**src/hdl/slm_pkg.sv**
```systemverilog
// Shared types and constants for the smoothstep layer mixer.
// Used by slm_lane, slm_merge, smoothstep_layer_mixer_unit and slm_checker.
package slm_pkg;

    localparam int LAYER_INPUTS = 4;
    localparam int VAL_W        = 16;
    localparam int PROD_W       = 33;
    localparam int SUM_W        = 36;

    localparam logic [15:0] ONE_Q15   = 16'd32768;
    localparam logic [16:0] THREE_Q15 = 17'd98304;
    localparam logic [47:0] HALF_Q30  = 48'd536870912;

    localparam logic signed [SUM_W-1:0] ROUND_Q15 = SUM_W'(16384);
    localparam logic signed [SUM_W-1:0] OUT_MIN   = -SUM_W'(32768);
    localparam logic signed [SUM_W-1:0] OUT_MAX   = SUM_W'(32767);

    typedef logic signed [VAL_W-1:0]  t_sample;
    typedef logic signed [PROD_W-1:0] t_prod;
    typedef logic [1:0]               t_lane_idx;

    // Per-stage advance strobes shared by all lanes.
    typedef struct packed {
        logic s1;
        logic s2;
        logic s3;
        logic s4;
    } t_lane_en;

endpackage

```
**src/hdl/slm_lane.sv**
```systemverilog
// One blend lane: triangle weight, smoothstep shaping and weighted sample.
// Depends on slm_pkg. Four register stages, advanced by the shared strobes.
module slm_lane (
    input  logic                i_clk,
    input  slm_pkg::t_lane_en   i_en,
    input  slm_pkg::t_lane_idx  i_lane_idx,
    input  logic                i_lane_on,
    input  logic [16:0]         i_u,
    input  slm_pkg::t_sample    i_sample,
    output slm_pkg::t_prod      o_prod
);
    import slm_pkg::*;

    logic signed [17:0] diff;
    logic [17:0]        span;
    logic               hit;
    logic [15:0]        n_ta;
    logic [15:0]        r_ta;
    t_sample            r_smp1;
    logic [31:0]        sq_full;
    logic [30:0]        r_sq;
    logic [16:0]        r_f;
    t_sample            r_smp2;
    logic [47:0]        p_full;
    logic [47:0]        p_rnd;
    logic [15:0]        r_ts;
    t_sample            r_smp3;
    t_prod              n_prod;
    t_prod              r_prod;

    // Distance from this lane's center on the blend axis.
    assign diff = $signed({1'b0, i_u}) - $signed({1'b0, i_lane_idx, 15'd0});
    assign span = diff[17] ? 18'(-diff) : 18'(diff);
    assign hit  = i_lane_on && (span <= {2'b00, ONE_Q15});
    // Zero weight shapes to zero, so drop out-of-reach lanes here.
    assign n_ta = hit ? 16'({2'b00, ONE_Q15} - span) : '0;

    assign sq_full = r_ta * r_ta;
    assign p_full  = r_sq * r_f;
    assign p_rnd   = p_full + HALF_Q30;
    assign n_prod  = $signed({1'b0, r_ts}) * r_smp3;

    always_ff @(posedge i_clk) begin
        if (i_en.s1) begin
            r_ta   <= n_ta;
            r_smp1 <= i_sample;
        end
        if (i_en.s2) begin
            r_sq   <= sq_full[30:0];
            r_f    <= THREE_Q15 - {r_ta, 1'b0};
            r_smp2 <= r_smp1;
        end
        if (i_en.s3) begin
            r_ts   <= p_rnd[45:30];
            r_smp3 <= r_smp2;
        end
        if (i_en.s4) begin
            r_prod <= n_prod;
        end
    end

    assign o_prod = r_prod;

endmodule

```
**config.mk**
```make
export PLATFORM = sky130hd
export DESIGN_NAME = slm_lane
export DESIGN_NICKNAME = d
export VERILOG_FILES = /design/src/hdl/slm_pkg.sv /design/src/hdl/slm_lane.sv
export SDC_FILE = /design/constraint.sdc
export NUM_CORES = 2
export LEC_CHECK = 0
export BUFFER_PORTS_ARGS = -buffer_cell sky130_fd_sc_hd__buf_2
export CORE_MARGIN = 5
export CORE_UTILIZATION = 30
export DETAILED_ROUTE_END_ITERATION = 7
export PLACE_DENSITY = 0.48
export SYNTH_ARGS = -nofsm -noshare
export SYNTH_HDL_FRONTEND = slang
export SYNTH_SLANG_ARGS = --single-unit
```
**constraint.sdc**
```tcl
create_clock -name i_clk -period 20.5 [get_ports i_clk]
set_input_delay 4.1 -clock i_clk [delete_from_list [all_inputs] [get_ports i_clk]]
set_output_delay 4.1 -clock i_clk [all_outputs]
set_load 0.005 [all_outputs]
```
==> results.md <==
* Critical path type: register to register
* Clock Path Buffers at 2
* Worst reg-to-reg path cell count at 20
* CP endpoint kind: register
* CP startpoint kind: register
* Hpwl dp at 69100 um
* Number of synthesized register bits at approximately 160
* Synth top area cells: fa_1, edfxtp_1, ha_1
* Crit path DAT at 8.11 ns
* Cts hold-fix bufs at 0
* Synth unique cells at 69
* Synth Flop Type: edfxtp_1
* Drt first-iter violations at about 1000
* Vias per cell at around 4.4
* CORE AREA at 121000 um2
* Hold_sp: r_smp2[13]$_DFFE_PP_
* Post-Syn Instances at ~3900
* Synth-to-Final Area Change at 7.22%
* RSZ-0062 raised after global routing: false
* Setup-failing EPs final at 0
* Share of layout cells above drive strength 1 at 3.98%
* Max_cap viols at 0
* Reg-to-Reg End: r_ts[9]$_DFFE_PP_
* Status: finished, final reports clean
* Fill cell count at 12800
* I/O pin cnt at between 70 and 80
* Final max-slew violation count at 0
* Total gr overflow at 0
* Most frequent cell on the critical path: fa_1
* Post CTS Setup Buffer Count at 0
* Slowest cell on crit path: edfxtp_1
* Max-slew headroom at 22.7%
* N_diodes at 0
* Final Net Count at 4989
* Post-cts sizing count at 0
* Reg area at 4740 um2
* Most frequent cell after synthesis: inv_1
* Seq/Total Area, Yosys at 13.0%
* # rows at 128
* Synth top cells by count: inv_1, fa_1, nand2_1
* Synth Warn # at 0
* Gp weighted congestion at 0.801
* CTS tree: done
* Clock Latency Late Sink at 0.49 ns
* ANT nets after route at 0
* Largest net degree at the start of global routing at just over 60
* CTS Buf Count at 17
* Crit-path max cell delay at 0.86 ns
* All-Layer GR Usage at 13.8%
* Share of the synthesized area in the top cell type at between 40% and 50%
* Critical path required time at 20.74 ns
* Die area at around 130000 um2
* Buffers on Ports at 73
* Die Span Y at 359 um
* Initial core utilization at 30.1%
* Setup_tns at 0 ns
* WL final at 85400 um
* Initial antenna violation count at 1
* Fin crit share at 38.4%
* First drt pass iteration count at 5
* Global-route wire length before repair at ~140000 um
* CP Max Fanout at 18
* Async SR Flop Fraction at 0%
* Mapped Area at 36600 um2
* Sink Count at 158
* Reg clk slew, reported paths at 0.07 ns
* Final min period at roughly 7.9 ns
* Number of flops mapped to enable cells by yosys at 158
* Clock skew at 0.0162 ns
* Average routed wire per standard cell at around 16 um
* Drt drc at 0
* Reg2reg start: r_f[3]$_DFFE_PP_
* Hold WC Path Type: register to register
* Vias at roughly 24000
* Yosys top cell by area: fa_1
* Hold Crit Endpoint: r_smp3[13]$_DFFE_PP_
* Hold Violations, Final at 0
* CP cell instances: buf_4, nand2_1, fa_1, fa_1, fa_1, inv_1, fa_1, fa_1, inv_1, fa_1, inv_1, ha_1, a21o_1, a2111oi_0, a211oi_1, o21ai_1, o21ai_0, o21a_1, o21a_1, o31a_1
* Peak Freq at 127 MHz
* Hold path depth at 0
* DIE WIDTH at approximately 360 um
* H-tree depth at 4
* Root Buffer: clkbuf_16
* Worst Max-Slew Pin Slew at 1.16 ns
* Syn avg cell area at 9.49 um2
* R2R Setup Slk at 12.63 ns
* Multi-input logic area at 27600 um2
* Vias in the first global route at approximately 27000
[worst max-delay path by stage]
stage,end,cells after the start,from,slack [ns]
finish,r_ts[9]$_DFFE_PP_,20,r_f[3]$_DFFE_PP_,12.63
global route,r_ts[10]$_DFFE_PP_,20,r_f[11]$_DFFE_PP_,12.16
CTS,r_ts[9]$_DFFE_PP_,20,r_f[3]$_DFFE_PP_,12.51
detailed placement,r_ts[9]$_DFFE_PP_,20,r_f[3]$_DFFE_PP_,12.53
global placement,r_ts[9]$_DFFE_PP_,20,r_f[11]$_DFFE_PP_,12.78
floorplan,o_prod[29]$_DFFE_PP_,23,r_ts[13]$_DFFE_PP_,14.00
[layout make-up]
cell class / count / area share (%)
tap: 1625 / 5.19
sequential: 158 / 12.1
timing repair buffer: 100 / 1.45
multi-input combinational: 2568 / 70.3
inverter: 989 / 9.47
clock inverter: 15 / 0.386
clock buffer: 17 / 1.09
[per-stage QoR]
step	utilization, %	cell area (um2)	hold WS (ns)	worst slack, ns	std cells
after global routing	32.3	39200	0.424	12.16	5472
after global placement	31.8	38600	0.403	12.78	5440
after floorplan	-	36600	0.400	14.00	3856
after detailed placement	31.8	38600	0.405	12.53	5440
after CTS	32.3	39200	0.410	12.51	5472
final	32.3	39200	0.409	12.63	5472
[metal layers]
metal | track usage, % | vias to the layer above | wire length [um]
met5 | 0 | - | 13
met1 | 19.1 | 12200 | 41100
met4 | 2.72 | 2 | 1160
met3 | 1.62 | 65 | 2500
li1 | - | 11400 | -
met2 | 23.3 | 287 | 40700
[kinds of logic after synthesis]
family                   after synthesis  synth area share [%]
buffers and inverters               1130                  11.7
adder cells (fa/ha/maj)             1114                  53.6
AND/OR/NAND/NOR                     1074                  14.2
AO/OA/AOI/OAI                        247                  4.46
flip-flops                           158                  13.0
XOR/XNOR                             122                  2.92
multiplexers                           4                 0.116
other                                  2                0.0205
[placed cells by master, fill, tap and decap left out, types with 44 or more instances in the layout]
cell type | synthesis | final
a21o_1 | 44 | 44
fa_1 | 754 | 754
xnor2_1 | 89 | 89
inv_1 | 987 | 987
nor2_1 | 100 | 100
edfxtp_1 | 158 | 158
nand2_1 | 504 | 504
and2_1 | 353 | 353
buf_2 | 3 | 73
a21oi_1 | 81 | 81
ha_1 | 360 | 360
[worst max-delay path: cells and delay by family (launching register included)]
family	cells	cell delay [ns]
buffers and inverters	4	0.50
AND/OR/NAND/NOR	1	0.10
flip-flops	1	0.86
adder cells (fa/ha/maj)	7	3.32
AO/OA/AOI/OAI	8	2.83
[state kept, by name (all words and copies together), names as in the netlist]
register,flops
r_ta,16
r_smp2,16
r_sq,30
r_smp1,16
r_ts,16
r_smp3,16
o_prod,33
r_f,15
Power is not shown: default switching activity piles up to over one toggle a cycle in this logic, so the estimate is an artifact.
