**config.mk**
```make
export PLATFORM = sky130hd
export DESIGN_NAME = slm_merge
export DESIGN_NICKNAME = d
export VERILOG_FILES = /design/src/hdl/slm_pkg.sv /design/src/hdl/slm_merge.sv
export SDC_FILE = /design/constraint.sdc
export NUM_CORES = 1
export LEC_CHECK = 0
export ABC_CLOCK_PERIOD_IN_PS = 6500
export BUFFER_PORTS_ARGS = -buffer_cell sky130_fd_sc_hd__buf_2
export CORE_ASPECT_RATIO = 1.25
export CORE_MARGIN = 5
export CORE_UTILIZATION = 23
export DETAILED_ROUTE_END_ITERATION = 7
export PLACE_DENSITY_LB_ADDON = 0.1
export REMOVE_ABC_BUFFERS = 1
export SLEW_MARGIN = 10
export SYNTH_ARGS = -nofsm -noshare
export SYNTH_HDL_FRONTEND = slang
export SYNTH_SLANG_ARGS = --single-unit
```
**constraint.sdc**
```tcl
create_clock -name i_clk -period 6.5 [get_ports i_clk]
set_clock_uncertainty 0.05 [all_clocks]
set_input_delay 0.65 -clock i_clk [delete_from_list [all_inputs] [get_ports i_clk]]
set_output_delay 0.65 -clock i_clk [all_outputs]
set_load 0.005 [all_outputs]
```
**src/hdl/slm_pkg.sv**
```systemverilog
// Shared types and constants for the smoothstep layer mixer.
// Used by slm_lane, slm_merge, smoothstep_layer_mixer_unit and slm_checker.
package slm_pkg;

    localparam int LAYER_INPUTS = 4;
    localparam int VAL_W        = 16;
    localparam int PROD_W       = 33;
    localparam int SUM_W        = 36;

    localparam logic [15:0] ONE_Q15   = 16'd32768;
    localparam logic [16:0] THREE_Q15 = 17'd98304;
    localparam logic [47:0] HALF_Q30  = 48'd536870912;

    localparam logic signed [SUM_W-1:0] ROUND_Q15 = SUM_W'(16384);
    localparam logic signed [SUM_W-1:0] OUT_MIN   = -SUM_W'(32768);
    localparam logic signed [SUM_W-1:0] OUT_MAX   = SUM_W'(32767);

    typedef logic signed [VAL_W-1:0]  t_sample;
    typedef logic signed [PROD_W-1:0] t_prod;
    typedef logic [1:0]               t_lane_idx;

    // Per-stage advance strobes shared by all lanes.
    typedef struct packed {
        logic s1;
        logic s2;
        logic s3;
        logic s4;
    } t_lane_en;

endpackage

```
**src/hdl/slm_merge.sv**
```systemverilog
// Merge stage: sums the lane products, rounds half up and saturates.
// Depends on slm_pkg. One register stage.
module slm_merge #(
    parameter int LANES = 4
) (
    input  logic             i_clk,
    input  logic             i_en,
    input  slm_pkg::t_prod   i_prod [LANES],
    output slm_pkg::t_sample o_value
);
    import slm_pkg::*;

    logic signed [SUM_W-1:0] sum;
    logic signed [SUM_W-1:0] rnd;
    logic signed [SUM_W-1:0] shifted;
    t_sample                 n_value;
    t_sample                 r_value;

    always_comb begin
        sum = '0;
        for (int i = 0; i < LANES; i++) begin
            sum = sum + SUM_W'(i_prod[i]);
        end
        rnd     = sum + ROUND_Q15;
        shifted = rnd >>> 15;
        priority if (shifted < OUT_MIN) begin
            n_value = OUT_MIN[VAL_W-1:0];
        end else if (shifted > OUT_MAX) begin
            n_value = OUT_MAX[VAL_W-1:0];
        end else begin
            n_value = shifted[VAL_W-1:0];
        end
    end

    always_ff @(posedge i_clk) begin
        if (i_en) begin
            r_value <= n_value;
        end
    end

    assign o_value = r_value;

endmodule

```
==> results.json <==
{
  "max_slew_margin_pct": 31.4,
  "rsz0062_at_grt": "false",
  "first_global_vias": 4112,
  "vias": 3707,
  "syn_avg_cell_area_um2": 8.97,
  "setup_cp_type": "in -> reg",
  "detail_route.wirelength_um": 11100,
  "timing.critical_path.from_type": "primary input",
  "yosys_warnings": 0,
  "power_density_nw_per_um2": 305,
  "static-leakage-power_nw": 3.18,
  "synth_cell_type_count": 54,
  "number_of_flip_flops_under_the_largest_register_name": 16,
  "max_freq_mhz": 197,
  "num_antenna_cells": 0,
  "largest_net_degree_at_the_start_of_global_routing": 17,
  "power_frac_clock_pct": 6.9,
  "syn-instance-count": 505,
  "post-cts-setup-buffers": 0,
  "clockRootBuffer": "sky130_fd_sc_hd__clkbuf_16",
  "power.switching_uw": 870,
  "grt.total_usage_pct": 9.86,
  "synth_most_common_cell": "sky130_fd_sc_hd__inv_1",
  "cts.sinks": 16,
  "yosysTopAreaCell": "sky130_fd_sc_hd__fa_1",
  "total_gr_overflow": 0,
  "route.detailed.drc": 0,
  "detailed_place_hpwl_um": 10400,
  "iteration_0_drc_markers": 87,
  "min_path_type": "in -> reg",
  "finalMaxSlewViolations": 0,
  "cts_repair_resize_count": 0,
  "synth.yosys.seq_area_share_pct": 10.6,
  "critPathCaptureType": "flop",
  "ff_latch_area_um2": 480,
  "setup-tns-final_ns": 0,
  "proportion_of_register_bits_with_asynchronous_set_or_reset_after_synthesis_pct": 0,
  "clock_pin_slew_worst_setup_and_hold_paths_ns": 0.05,
  "post_drt_via_cell_ratio": 4.05,
  "synth_enable_flop_cells": 16,
  "multi_input_logic_area_um2": 3350,
  "final_hold_viol_count": 0,
  "design.portCount": 150,
  "finalWorstPathRequiredPeriod_ns": 5.08,
  "ir_drop_v": 0.000126,
  "worst_ep_arrival_time_ns": 4.97,
  "postCtsHoldBufs": 0,
  "first_pass_grt_wire_length_um": 18500,
  "synth_area_um2": 4530,
  "power_report.internal_total_uw": 852,
  "tritoncts": "built",
  "floorplan.die_area_um2": 22600,
  "post_synthesis_sequential_element_count": 16,
  "die_w_um": 136,
  "floorplan.core_area_um2": 19400,
  "finalCritPeriodShare_pct": 78.2,
  "dominantRegCellSynth": "sky130_fd_sc_hd__edfxtp_1",
  "total_number_of_placement_rows": 57,
  "finish.net_count": 917,
  "critical_path.max_fanout": 15,
  "antenna_found_initial": 0,
  "p_seq_share_pct": 12.2,
  "synth_top_area_share_pct": 29.2,
  "outcome": "finished clean",
  "max_cap_violations": 0,
  "cts-buffers-inserted": 3,
  "fp.dieH_um": 167,
  "worst-slew-pin-transition_ns": 1.03,
  "worstPathRequired_ns": 6.38,
  "nFillCells": 2187,
  "detailedRoute.firstPassIterationCount": 4,
  "h_tree_level_count": 1,
  "drt.antenna.violating_nets": 0,
  "power.share.combinational_pct": 80.9,
  "area_delta_synth_final_pct": 24.6,
  "final.hold.worst_slack_ns": 0.800,
  "netlist_top_cells_area": "sky130_fd_sc_hd__fa_1 (29%), sky130_fd_sc_hd__ha_1 (18%), sky130_fd_sc_hd__inv_1 (14%), sky130_fd_sc_hd__edfxtp_1 (11%), sky130_fd_sc_hd__a21oi_1 (3.0%)",
  "starting_utilization_of_the_core_area_pct": 23.4,
  "cts_buffer_depth": 2,
  "finalSetupViolations": 0,
  "switching_share_of_power_pct": 50.5,
  "avgRoutedWirePerCell_um": 12.1,
  "leading_cell_types_by_count_after_synthesis": "sky130_fd_sc_hd__inv_1 (172), sky130_fd_sc_hd__fa_1 (66), sky130_fd_sc_hd__ha_1 (65)",
  "port_buffers": 149,
  "gp_congestion": 0.790,
  "drive_above_1_share_pct": 27.3
}
[power groups by stage]
stage	Sequential (mW)	Combinational, mW	Clock, mW
final	0.210	1.39	0.119
after global routing	0.216	1.60	0.129
after CTS	0.212	1.44	0.123
after detailed placement	0.214	1.43	0
after global placement	0.214	1.43	0
after floorplan	0.222	0.993	0
[cell usage in the layout (no fill, tap or decap), types with 2 or more instances in the layout]
master and count:
sky130_fd_sc_hd__xor2_1 8, sky130_fd_sc_hd__inv_1 172, sky130_fd_sc_hd__nand2b_1 2, sky130_fd_sc_hd__o21ai_1 2
sky130_fd_sc_hd__xnor2_1 8, sky130_fd_sc_hd__fa_1 66, sky130_fd_sc_hd__nand4_1 8, sky130_fd_sc_hd__a21oi_1 27
sky130_fd_sc_hd__and3_1 3, sky130_fd_sc_hd__o21a_1 2, sky130_fd_sc_hd__nand2_1 12, sky130_fd_sc_hd__a31oi_1 2
sky130_fd_sc_hd__mux2i_1 2, sky130_fd_sc_hd__nor3_1 7, sky130_fd_sc_hd__o22ai_1 2, sky130_fd_sc_hd__and3b_1 3
sky130_fd_sc_hd__a211oi_1 4, sky130_fd_sc_hd__o21bai_1 3, sky130_fd_sc_hd__clkbuf_16 3, sky130_fd_sc_hd__buf_2 149
sky130_fd_sc_hd__and2_1 3, sky130_fd_sc_hd__a41oi_1 2, sky130_fd_sc_hd__o21ai_0 7, sky130_fd_sc_hd__nand3_1 7
sky130_fd_sc_hd__nor2_1 12, sky130_fd_sc_hd__o21ai_2 2, sky130_fd_sc_hd__a21o_1 15, sky130_fd_sc_hd__a21oi_2 11
sky130_fd_sc_hd__edfxtp_1 16, sky130_fd_sc_hd__o31ai_1 2, sky130_fd_sc_hd__ha_1 65
[worst max-delay path: stages]
cell and delay, ns:
sky130_fd_sc_hd__buf_2 0.08, sky130_fd_sc_hd__inv_1 0.04, sky130_fd_sc_hd__fa_1 0.52, sky130_fd_sc_hd__inv_1 0.05
sky130_fd_sc_hd__fa_1 0.45, sky130_fd_sc_hd__ha_1 0.31, sky130_fd_sc_hd__ha_1 0.42, sky130_fd_sc_hd__nand4_1 0.21
sky130_fd_sc_hd__o22ai_1 0.11, sky130_fd_sc_hd__a311oi_1 0.46, sky130_fd_sc_hd__o21ai_2 0.11, sky130_fd_sc_hd__a21o_1 0.20
sky130_fd_sc_hd__xor2_1 0.19, sky130_fd_sc_hd__nor4b_2 0.19, sky130_fd_sc_hd__a31oi_2 0.84, sky130_fd_sc_hd__a41oi_1 0.12
[cell type report]
type	instances	area share [%]
tap	265	5.87
inverter	172	11.4
timing repair buffer	150	13.3
multi-input combinational	309	59.4
sequential	16	8.51
clock inverter	1	0.0665
clock buffer	3	1.33
[logic make-up (layout without fill, tap and decap cells)]
group | after synthesis | count (layout) | synth area share (%)
buffers and inverters | 180 | 326 | 15.4
adders and majority gates | 131 | 131 | 47.1
AOI/OAI and AO/OA | 93 | 93 | 14.8
and+or+nand+nor | 66 | 66 | 8.26
xor gates and xnor gates | 17 | 17 | 3.45
DFF | 16 | 16 | 10.6
muxes | 2 | 2 | 0.442
[metal layers]
metal,part of all wire (%),vias up,wire (um),track usage (%)
li1,-,1883,-,-
met1,40,1735,4430,11.8
met2,54,87,5960,19.0
met3,5.5,2,612,1.39
met4,0.43,0,48,1.18
met5,0,-,0,0
[final timing paths]
path	startpoint	end	slack, ns	cells past startpoint
max	i_prod[24]	o_value[14]$_SDFFCE_PP0P_	1.42	16
min	i_en	o_value[15]$_SDFFCE_PP1P_	0.80	1
[through the flow]
| stage | area, um^2 | util (%) | std cells | worst slack [ns] | power [mW] |
|---|---|---|---|---|---|
| floorplan | 4480 | - | 497 | 1.59 | 1.21 |
| global placement | 5570 | 28.7 | 912 | 1.12 | 1.64 |
| detailed placement | 5570 | 28.7 | 912 | 1.07 | 1.64 |
| CTS | 5640 | 29.1 | 916 | 1.30 | 1.78 |
| global route | 5640 | 29.1 | 916 | 1.05 | 1.94 |
| finish | 5640 | 29.1 | 916 | 1.42 | 1.72 |
(Power assumes the default switching activity.)
